`config.mk`:
```
export PLATFORM = sky130hd
export DESIGN_NAME = epoch_seconds_to_calendar_date_core
export DESIGN_NICKNAME = d
export VERILOG_FILES = /design/src/design/ecal_pkg.sv /design/src/design/epoch_seconds_to_calendar_date_core.sv /design/src/design/ecal_cdiv.sv
export SDC_FILE = /design/constraint.sdc
export NUM_CORES = 2
export LEC_CHECK = 0
export BUFFER_PORTS_ARGS = -buffer_cell sky130_fd_sc_hd__buf_2
export CAP_MARGIN = 20
export CORE_MARGIN = 2
export CORE_UTILIZATION = 55
export CTS_CLUSTER_SIZE = 8
export DETAILED_ROUTE_END_ITERATION = 7
export PLACE_DENSITY = 0.76
export SETUP_SLACK_MARGIN = 0.2
export SYNTH_ARGS = -nofsm -noshare
export SYNTH_HDL_FRONTEND = slang
export SYNTH_SLANG_ARGS = --single-unit
```
`constraint.sdc`:
```
create_clock -name clk -period 50.6 [get_ports clk]
set_clock_uncertainty 0.1 [all_clocks]
set_input_delay 5.06 -clock clk [delete_from_list [all_inputs] [get_ports clk]]
set_output_delay 5.06 -clock clk [all_outputs]
set_load 0.1 [all_outputs]
```
`src/design/ecal_pkg.sv`:
```
`timescale 1ns / 1ps
// ----------------------------------------------------------------------------
// ecal_pkg
// Shared constants and the month lookup for the seconds-to-calendar pipeline.
// ----------------------------------------------------------------------------
package ecal_pkg;

  localparam int IN_W  = 40;
  localparam int OUT_W = 56;
  localparam int LAT   = 12;

  // seconds per day is 2^7 * 675: the power of two is split off first
  localparam int          SEC_LO_BITS = 7;
  localparam int unsigned SEC_DAY_ODD = 675;

  localparam logic [23:0] DAY0_1970   = 24'd719162;
  localparam int unsigned DAYS_400Y   = 146097;
  localparam int unsigned DAYS_100Y   = 36524;
  localparam int unsigned DAYS_4Y     = 1461;
  localparam int unsigned DAYS_YEAR   = 365;
  localparam int unsigned DAYS_WEEK   = 7;
  localparam int unsigned SEC_PER_MIN = 60;

  localparam logic [1:0]  CENT_LAST   = 2'd3;
  localparam logic [4:0]  QUAD_LAST   = 5'd24;
  localparam logic [1:0]  YOFF_LAST   = 2'd3;

  localparam logic [8:0] MONTH_START [12] = '{
    9'd0, 9'd31, 9'd59, 9'd90, 9'd120, 9'd151,
    9'd181, 9'd212, 9'd243, 9'd273, 9'd304, 9'd334
  };

  // first day of year of month m, with the leap day counted from march on
  function automatic logic [8:0] month_start(input logic [3:0] m, input logic leap);
    logic [8:0] base;
    base = MONTH_START[m];
    if (leap && (m >= 4'd2)) begin
      base = base + 9'd1;
    end
    return base;
  endfunction

endpackage

```
`src/design/epoch_seconds_to_calendar_date_core.sv`:
```
`timescale 1ns / 1ps
// ----------------------------------------------------------------------------
// epoch_seconds_to_calendar_date_core
// Converts whole seconds since 1970-01-01 UTC to Gregorian date and time.
//
//   channel  dir  width  contents
//   in_      in   40     epoch_seconds
//   out_     out  56     year, month, day_of_month, weekday, day_of_year,
//                        hour, minute, second
//
// Twelve register stages; one transfer in and one out per cycle when the
// output side keeps taking. The stages are set by the chain of constant
// dividers (days, 400- and 4-year cycles, weekday, minutes, hours).
// A stall at the output freezes the whole pipeline; nothing is dropped.
// Reset clears only the valid bits.
// ----------------------------------------------------------------------------
module epoch_seconds_to_calendar_date_core (
  input  logic                     clk,
  input  logic                     rst_n,
  input  logic                     in_tvalid,
  output logic                     in_tready,
  input  logic [ecal_pkg::IN_W-1:0]  in_tdata,   // [39:0] epoch_seconds
  output logic                     out_tvalid,
  input  logic                     out_tready,
  output logic [ecal_pkg::OUT_W-1:0] out_tdata   // [15:0] year, [19:16] month,
                                                 // [24:20] day_of_month,
                                                 // [27:25] weekday,
                                                 // [36:28] day_of_year,
                                                 // [41:37] hour, [47:42] minute,
                                                 // [53:48] second, [55:54] zero
);

  import ecal_pkg::*;

  localparam logic [17:0] CENT_1 = 18'(DAYS_100Y);
  localparam logic [17:0] CENT_2 = 18'(DAYS_100Y * 2);
  localparam logic [17:0] CENT_3 = 18'(DAYS_100Y * 3);
  localparam logic [10:0] YR_1   = 11'(DAYS_YEAR);
  localparam logic [10:0] YR_2   = 11'(DAYS_YEAR * 2);
  localparam logic [10:0] YR_3   = 11'(DAYS_YEAR * 3);

  logic           adv;
  logic [LAT-1:0] vld_r;

  // stages 1-4: seconds to days and second of day
  logic [15:0] s1_lo_r, s2_lo_r;
  logic [6:0]  s1_r1_r, s2_r1_r, s3_r1_r, s4_r1_r;
  logic [7:0]  qa, s3_qa_r, s4_qa_r;
  logic [9:0]  ra, rb;
  logic [15:0] qb;

  // stage 5
  logic [23:0] tx_r, txp_r;
  logic [16:0] sod_r;

  // stages 6-7
  logic [6:0]  c400;
  logic [17:0] r400;
  logic [2:0]  wk;
  logic [10:0] mins;
  logic [5:0]  sec;

  // stage 8
  logic [1:0]  c100_nxt, c100_r;
  logic [15:0] r100_nxt, r100_r;
  logic [6:0]  s8_c400_r;
  logic [2:0]  s8_wk_r;
  logic [5:0]  s8_sec_r;

  // stages 9-10
  logic [6:0]  s9_c400_r, s10_c400_r;
  logic [1:0]  s9_c100_r, s10_c100_r;
  logic [2:0]  s9_wk_r, s10_wk_r;
  logic [5:0]  s9_sec_r, s10_sec_r;
  logic [4:0]  hour, s10_hour_r;
  logic [5:0]  minute, s10_min_r;
  logic [4:0]  c4;
  logic [10:0] r4;

  // stage 11
  logic [1:0]  yoff;
  logic [8:0]  doy_nxt, doy_r;
  logic [15:0] year_nxt, year_r;
  logic        leap_nxt, leap_r;
  logic [2:0]  s11_wk_r;
  logic [5:0]  s11_sec_r, s11_min_r;
  logic [4:0]  s11_hour_r;

  // stage 12, output register
  logic [3:0]  mon_nxt;
  logic [8:0]  mbase;
  logic [4:0]  dom_nxt;
  logic [15:0] o_year_r;
  logic [3:0]  o_mon_r;
  logic [4:0]  o_dom_r;
  logic [2:0]  o_wk_r;
  logic [8:0]  o_doy_r;
  logic [4:0]  o_hour_r;
  logic [5:0]  o_min_r;
  logic [5:0]  o_sec_r;

  assign adv        = !out_tvalid || out_tready;
  assign in_tready  = adv;
  assign out_tvalid = vld_r[LAT-1];

  always_ff @(posedge clk) begin
    if (!rst_n) begin
      vld_r <= '0;
    end else if (adv) begin
      vld_r <= {vld_r[LAT-2:0], in_tvalid};
    end
  end

  // high part of (seconds >> 7) divided by 675
  ecal_cdiv #(.XW(17), .QW(8), .RW(10), .D(SEC_DAY_ODD), .K(17)) u_div_hi (
    .clk (clk), .en (adv),
    .x   (in_tdata[IN_W-1:SEC_LO_BITS+16]),
    .q   (qa), .r (ra)
  );

  // remainder joined with the low 16 bits, divided by 675 again
  ecal_cdiv #(.XW(26), .QW(16), .RW(10), .D(SEC_DAY_ODD), .K(26)) u_div_lo (
    .clk (clk), .en (adv),
    .x   ({ra, s2_lo_r}),
    .q   (qb), .r (rb)
  );

  ecal_cdiv #(.XW(24), .QW(7), .RW(18), .D(DAYS_400Y), .K(24)) u_div_400 (
    .clk (clk), .en (adv), .x (tx_r), .q (c400), .r (r400)
  );

  // day 0 of the linear count is a monday, so tx + 1 gives sunday as 0
  ecal_cdiv #(.XW(24), .QW(22), .RW(3), .D(DAYS_WEEK), .K(24)) u_div_wk (
    .clk (clk), .en (adv), .x (txp_r), .q (), .r (wk)
  );

  ecal_cdiv #(.XW(17), .QW(11), .RW(6), .D(SEC_PER_MIN), .K(17)) u_div_sec (
    .clk (clk), .en (adv), .x (sod_r), .q (mins), .r (sec)
  );

  ecal_cdiv #(.XW(11), .QW(5), .RW(6), .D(SEC_PER_MIN), .K(11)) u_div_min (
    .clk (clk), .en (adv), .x (mins), .q (hour), .r (minute)
  );

  ecal_cdiv #(.XW(16), .QW(5), .RW(11), .D(DAYS_4Y), .K(16)) u_div_4y (
    .clk (clk), .en (adv), .x (r100_r), .q (c4), .r (r4)
  );

  // century index, capped so the last day of 400 years stays in the last century
  always_comb begin
    if (r400 >= CENT_3) begin
      c100_nxt = 2'd3;
      r100_nxt = 16'(r400 - CENT_3);
    end else if (r400 >= CENT_2) begin
      c100_nxt = 2'd2;
      r100_nxt = 16'(r400 - CENT_2);
    end else if (r400 >= CENT_1) begin
      c100_nxt = 2'd1;
      r100_nxt = 16'(r400 - CENT_1);
    end else begin
      c100_nxt = 2'd0;
      r100_nxt = 16'(r400);
    end
  end

  // first three years of a four-year group are never leap years
  always_comb begin
    if (r4 >= YR_3) begin
      yoff    = 2'd3;
      doy_nxt = 9'(r4 - YR_3);
    end else if (r4 >= YR_2) begin
      yoff    = 2'd2;
      doy_nxt = 9'(r4 - YR_2);
    end else if (r4 >= YR_1) begin
      yoff    = 2'd1;
      doy_nxt = 9'(r4 - YR_1);
    end else begin
      yoff    = 2'd0;
      doy_nxt = 9'(r4);
    end
    year_nxt = 16'(s10_c400_r) * 16'd400 + 16'(s10_c100_r) * 16'd100
             + 16'(c4) * 16'd4 + 16'(yoff) + 16'd1;
    leap_nxt = (yoff == YOFF_LAST) && ((c4 != QUAD_LAST) || (s10_c100_r == CENT_LAST));
  end

  always_comb begin
    mon_nxt = 4'd0;
    for (int m = 1; m < 12; m++) begin
      if (doy_r >= month_start(4'(m), leap_r)) begin
        mon_nxt = 4'(m);
      end
    end
    mbase   = month_start(mon_nxt, leap_r);
    dom_nxt = 5'(doy_r - mbase) + 5'd1;
  end

  always_ff @(posedge clk) begin
    if (adv) begin
      s1_lo_r    <= in_tdata[SEC_LO_BITS+15:SEC_LO_BITS];
      s1_r1_r    <= in_tdata[SEC_LO_BITS-1:0];
      s2_lo_r    <= s1_lo_r;
      s2_r1_r    <= s1_r1_r;
      s3_qa_r    <= qa;
      s3_r1_r    <= s2_r1_r;
      s4_qa_r    <= s3_qa_r;
      s4_r1_r    <= s3_r1_r;

      tx_r       <= {s4_qa_r, qb} + DAY0_1970;
      txp_r      <= {s4_qa_r, qb} + DAY0_1970 + 24'd1;
      sod_r      <= {rb, s4_r1_r};

      c100_r     <= c100_nxt;
      r100_r     <= r100_nxt;
      s8_c400_r  <= c400;
      s8_wk_r    <= wk;
      s8_sec_r   <= sec;

      s9_c400_r  <= s8_c400_r;
      s9_c100_r  <= c100_r;
      s9_wk_r    <= s8_wk_r;
      s9_sec_r   <= s8_sec_r;

      s10_c400_r <= s9_c400_r;
      s10_c100_r <= s9_c100_r;
      s10_wk_r   <= s9_wk_r;
      s10_sec_r  <= s9_sec_r;
      s10_hour_r <= hour;
      s10_min_r  <= minute;

      year_r     <= year_nxt;
      doy_r      <= doy_nxt;
      leap_r     <= leap_nxt;
      s11_wk_r   <= s10_wk_r;
      s11_sec_r  <= s10_sec_r;
      s11_min_r  <= s10_min_r;
      s11_hour_r <= s10_hour_r;

      o_year_r   <= year_r;
      o_mon_r    <= mon_nxt;
      o_dom_r    <= dom_nxt;
      o_wk_r     <= s11_wk_r;
      o_doy_r    <= doy_r;
      o_hour_r   <= s11_hour_r;
      o_min_r    <= s11_min_r;
      o_sec_r    <= s11_sec_r;
    end
  end

  assign out_tdata = {2'b00, o_sec_r, o_min_r, o_hour_r, o_doy_r,
                      o_wk_r, o_dom_r, o_mon_r, o_year_r};

endmodule

```
`src/design/ecal_cdiv.sv`:
```
`timescale 1ns / 1ps
// ----------------------------------------------------------------------------
// ecal_cdiv
// Two-stage division by a constant: reciprocal multiply, then one correction.
// ----------------------------------------------------------------------------
module ecal_cdiv #(
  parameter int          XW = 16,
  parameter int          QW = 8,
  parameter int          RW = 8,
  parameter int unsigned D  = 3,
  parameter int          K  = 16
) (
  input  logic          clk,
  input  logic          en,
  input  logic [XW-1:0] x,
  output logic [QW-1:0] q,
  output logic [RW-1:0] r
);

  // floor reciprocal: estimate is the quotient or one short of it while x < 2^K
  localparam int unsigned     MUL   = (32'd1 << K) / D;
  localparam int              MW    = $clog2(MUL + 1);
  localparam int              PW    = XW + MW;
  localparam logic [MW-1:0]   MUL_V = MW'(MUL);
  localparam logic [XW-1:0]   DIV_V = XW'(D);

  logic [PW-1:0] prod;
  logic [QW-1:0] qe_nxt;
  logic [QW-1:0] qe_r;
  logic [XW-1:0] x_r;
  logic [XW-1:0] diff;
  logic [QW-1:0] q_nxt;
  logic [RW-1:0] r_nxt;
  logic [QW-1:0] q_r;
  logic [RW-1:0] r_r;

  assign prod   = PW'(x) * PW'(MUL_V);
  assign qe_nxt = QW'(prod >> K);

  always_comb begin
    diff = x_r - XW'(qe_r) * DIV_V;
    if (diff >= DIV_V) begin
      q_nxt = qe_r + QW'(1);
      r_nxt = RW'(diff - DIV_V);
    end else begin
      q_nxt = qe_r;
      r_nxt = RW'(diff);
    end
  end

  always_ff @(posedge clk) begin
    if (en) begin
      x_r  <= x;
      qe_r <= qe_nxt;
      q_r  <= q_nxt;
      r_r  <= r_nxt;
    end
  end

  assign q = q_r;
  assign r = r_r;

endmodule
```
=== Yosys cells after proc, flatten, opt, wreduce, memory -nomap -nowiden ===
Memory sizes are Yosys's and may differ from the RTL's.
Index checks and enable logic that the tools add are counted.

* Register bits after elaboration: 659
* Latch bits: 0
* Bits in writable memories: 0
* Bits in read-only memories: 144
* Memories kept: 1

* $add $sub $neg: 35
* Multipliers: 16
* Div/mod/pow operators: 0
* Magnitude comparators: 26
* Equality and inequality tests: 3
* Shifts and indexed selects: 0
* Multiplexer cells: 48
* Bitwise operators: 1
* Reduce and logical (&&, ||, !) cells: 6

{| class="wikitable"
|+ Memories
! name !! depth !! width !! rd ports !! clocked after memory_dff !! wr ports !! RTL line !! source
|-
| (name not given) || 16 || 9 || 1 || 0 || 0 || ecal_pkg.sv:36 || <nowiki>base = MONTH_START[m];</nowiki>
|}

{| class="wikitable"
|+ Operators by type and width
! kind !! count
|-
| 16-bit two-way mux || 4
|-
| 24-bit subtractor || 2
|-
| 24-bit by 22-bit multiplier with 46-bit output, second input constant || 1
|-
| 4-bit two-way mux || 11
|-
| 26-bit by 15-bit multiplier with 40-bit output, second input constant || 1
|-
| 18-bit by 17-bit greater-or-equal comparator with 1-bit output, second input constant || 2
|-
| 9-bit by 8-bit greater-or-equal comparator with 1-bit output || 4
|-
| 17-bit subtractor || 2
|-
| 16-bit by 1-bit adder with 16-bit output, second input constant || 2
|-
| 16-bit subtractor, second input constant || 2
|-
| 24-bit by 6-bit multiplier with 30-bit output, second input constant || 1
|-
| 9-bit greater-or-equal comparator || 3
|-
| 9-bit two-way mux || 3
|-
| 26-bit by 10-bit greater-or-equal comparator with 1-bit output, second input constant || 1
|-
| 16-bit by 10-bit multiplier with 26-bit output, second input constant || 1
|-
| 26-bit subtractor || 1
|-
| 17-bit by 9-bit multiplier with 25-bit output, second input constant || 1
|-
| 5-bit two-way mux || 5
|-
| 24-bit by 1-bit adder with 24-bit output, second input constant || 1
|-
| 24-bit by 20-bit adder with 24-bit output, second input constant || 1
|-
| 24-bit by 18-bit greater-or-equal comparator with 1-bit output, second input constant || 1
|-
| 24-bit by 3-bit greater-or-equal comparator with 1-bit output, second input constant || 1
|-
| 17-bit by 7-bit multiplier with 24-bit output, second input constant || 1
|-
| 22-bit by 3-bit multiplier with 24-bit output, second input constant || 1
|-
| other kinds (57) || 82
|}

=== Logic depth before layout (Yosys ltp) ===
* Depth in word-level cells: 20
* Mapped depth: 25
* Gate-level depth less buffers: 25

=== Hierarchy ===
From an unflattened synthesis, not the netlist that was laid out.

* Cell total of the unflattened synthesis: 5,808
* Area total of the unflattened synthesis: 63,344.5 µm²

{| class="wikitable"
|+ Modules (own cells, without submodules)
! module !! times used !! cells each !! area each (µm²) !! seq. area each (µm²)
|-
| epoch_seconds_to_calendar_date_core || 1 || 1,051 || 14,879.3 || 9,909.5
|-
| ecal_cdiv at u_div_lo || 1 || 1,166 || 12,087.8 || 2,042.0
|-
| ecal_cdiv at u_div_wk || 1 || 1,189 || 11,761.3 || 2,132.0
|-
| ecal_cdiv at u_div_400 || 1 || 727 || 7,563.5 || 1,681.6
|-
| ecal_cdiv at u_div_hi || 1 || 562 || 5,672.9 || 1,291.2
|-
| ecal_cdiv at u_div_sec || 1 || 471 || 4,817.1 || 1,351.3
|-
| ecal_cdiv at u_div_4y || 1 || 451 || 4,404.2 || 1,111.1
|-
| ecal_cdiv at u_div_min || 1 || 191 || 2,158.3 || 810.8
|}

=== Worst setup path after synthesis ===
No wires, ideal clock.

* Path type: input -> output
* Start point: input port out_tready
* End point: output port in_tready
* Arrival: 23.627 ns
* Path slack: 21.813 ns
* Stages: 3
* Path buffers: 1
* Path through: nor2b_1 -> inv_1 -> clkbuf_1

* Longest elaborated chain between the ends: 1

{| class="wikitable"
|+ RTL lines
! what !! RTL line !! source
|-
| start, declared || epoch_seconds_to_calendar_date_core.sv:24 || <nowiki>input logic out_tready,</nowiki>
|-
| 1-bit logical OR || epoch_seconds_to_calendar_date_core.sv:102 || <nowiki>assign adv = !out_tvalid || out_tready;</nowiki>
|-
| end, declared || epoch_seconds_to_calendar_date_core.sv:21 || <nowiki>output logic in_tready,</nowiki>
|}

No other way between the ends.

=== Worst setup path in the final report ===
Ends and elaborated chain as after synthesis.

==> run metrics <==
CTS buffer count 95; Hold Vio Cnt, Final 0; CP endpoint in_tready; chip width 332 um; CTS H-tree lvls 3; post-layout min period 12.01 ns; Peak Freq 0.0832 GHz; mapped cell area 59300 sq um; most common cell in the netlist inv_1; Slew Limit Fails 0; initial cell density of the core 55.4%; most frequent cells after synthesis inv_1 (1079), ha_1 (1010), edfxtp_1 (647); CP endpoint kind primary output; asr flop ratio synth 0%; routed length per instance 16.1 um; final worst path period share 23.7%; CP Launch Type input port; Most used DFF post-synth edfxtp_1; unrepaired setup endpoints after global routing false; largest net degree at the start of global routing 194; YS warnings 0; Worst Setup SP out_tready; Seq/Total Area, Yosys 33.2%; clock root cell clkbuf_16; endpoints failing setup 0; DP HPWL 86.8 mm; DRC viols 0; DRT Pass-1 Iters 5; vias post-DR 37500; TritonCTS clock tree done; peak fanout along the critical path 106; post-synth top area cell edfxtp_1; Met3 Wirelength 4.08 mm; Clock Path Buffers 3; Post-synth EDFFs 647; FP Rows 120; I/O pins 102; Starting DRT DRC Count 1656; Core Region 107000 sq um; worst slew pin tran 1.11 ns; post-cts resize count 0; DIE AREA 110000 sq um; initial antenna violation count 0; Sink Count 659; # Max-Cap Violations 0; CP arrival 6.85 ns; CP Class in -> out; GRT Total Usage 20.7%; Met2 Wirelength 54.6 mm; ANT nets after route 0; CTS Hold Bufs 0; r2r startpoint txp_r[2]; FF-to-FF End u_div_wk.qe_r[21]; first-pass GRT wire length 189 mm; P&R area growth vs syn 8.15%; RePlAce Congestion 0.899; Mapped Cells 5279; routed vias/inst 5.45; Final #Nets 6978; area share of the largest cell type after synthesis 32.8%; share of layout cells above drive strength 1 5.30%; DR top layer met4; Worst R2R Setup Slack 43.37 ns; final wirelength 110 mm; Synth area leaders edfxtp_1 (33%), ha_1 (21%), fa_1 (16%); clk_lat worst skew 0.69 ns; max_slew headroom 26.3%; vias in the first global route 39200; DIE HEIGHT 332 um; clock slew at reported path FFs 0.05 ns; grt total ovfl 0; Min-Delay Path Class reg -> reg; status finished clean; Yosys cell types 108; DRT met1 WL 48.5 mm; Worst Path Required 45.44 ns; port bufs 99; post-CTS setup repair buffer count 0; R2R depth 19; antenna cells 0; Yosys reg bits 659; total negative setup slack 0 ns; synthesized area per cell 11.2 sq um
layer usage:
metal  track usage (%)  vias up
met1              26.7    18200
met5                 0        -
li1                  -    18400
met2              36.1      674
met4              6.46        0
met3              2.90      227
cell families (layout without fill, tap and decap cells):
| group | after synthesis | count (layout) | synth area share, % |
|---|---|---|---|
| compound gates | 799 | 799 | 9.26 |
| xor+xnor | 344 | 344 | 5.12 |
| fa+ha+maj | 1497 | 1497 | 37.8 |
| buf+inv | 1129 | 1322 | 7.20 |
| flops | 659 | 659 | 33.2 |
| mux | 28 | 28 | 0.509 |
| other cells | 1 | 2 | 0.00633 |
| simple gates | 822 | 822 | 6.93 |
registers in the layout, indices dropped and copies added, names as in the netlist, 11 cells and up:
register and flops:
u_div_lo.x_r 26, u_div_wk.x_r 24, u_div_sec.x_r 17, u_div_hi.x_r 17, s1_lo_r 16, sod_r 17, year_r 16, u_div_min.x_r 11
r100_r 16, u_div_lo.q 16, u_div_400.r 18, tx_r 24, o_year_r 16, s2_lo_r 16, u_div_sec.qe_r 11, u_div_wk.qe_r 22
u_div_4y.x_r 16, u_div_sec.q 11, vld_r 12, u_div_4y.r 11, u_div_lo.qe_r 16, txp_r 24, u_div_400.x_r 24
cells in the final DEF (no fill, tap or decap), drive strengths merged, types with 10 or more instances in the layout:
cell        n
inv      1082
ha       1010
edfxtp    647
fa        487
xnor2     226
nand2     213
nor2      193
a21oi     190
o21ai     159
clkbuf    120
xor2      117
buf       108
nand3      80
a21o       79
nor3       71
o21a       48
nor2b      39
o21bai     35
nand4      35
nand2b     33
o211ai     33
a31oi      31
a211oi     28
and3       27
a21boi     25
and2       23
nor4       18
a2111oi    18
or3        17
nor3b      17
mux2i      17
o31ai      15
or2        14
nand3b     14
dfxtp      12
o22ai      11
o2111ai    11
mux2       11
clkinv     11
or4        10
worst max-delay path: stages:
cell and delay [ns]:
buf_2 0.10, nor2b_1 0.79, inv_8 0.44, buf_2 0.46
cell type report:
type	count	area (sq um)
inverters	1081	4070
multi-input cells	3492	35300
well taps	1403	1760
flip-flops and latches	659	19700
clock buffers	120	2480
repair buffers	108	576
clock inverters	13	219
fillers	8533	42800
worst min-delay path by stage:
stage,slack [ns],end,depth (start not counted),start
after CTS,0.28,sod_r[4],0,s4_r1_r[4]
after detailed placement,0.30,o_hour_r[4],0,s11_hour_r[4]
after global placement,0.30,sod_r[11],0,u_div_lo.r[4]
final,0.28,sod_r[4],0,s4_r1_r[4]
after global routing,0.29,sod_r[4],0,s4_r1_r[4]
after floorplan,0.30,o_hour_r[0],0,s11_hour_r[0]
stage by stage:
stage          utilization [%]  cell area, sq um  hold WS, ns  std cells  setup WS (ns)
2_1_floorplan                -             59300        0.300       5280          21.81
3_3_place_gp              57.4             61400        0.300       6743          38.54
3_5_place_dp              57.4             61400        0.305       6743          38.51
4_1_cts                   60.0             64100        0.280       6876          38.51
5_1_grt                   60.0             64100        0.295       6876          38.40
6_report                  60.0             64100        0.279       6876          38.59
Power is left out: the tool's default activity adds up to more than one toggle a clock period on the data nets, which glitch-free logic cannot reach.
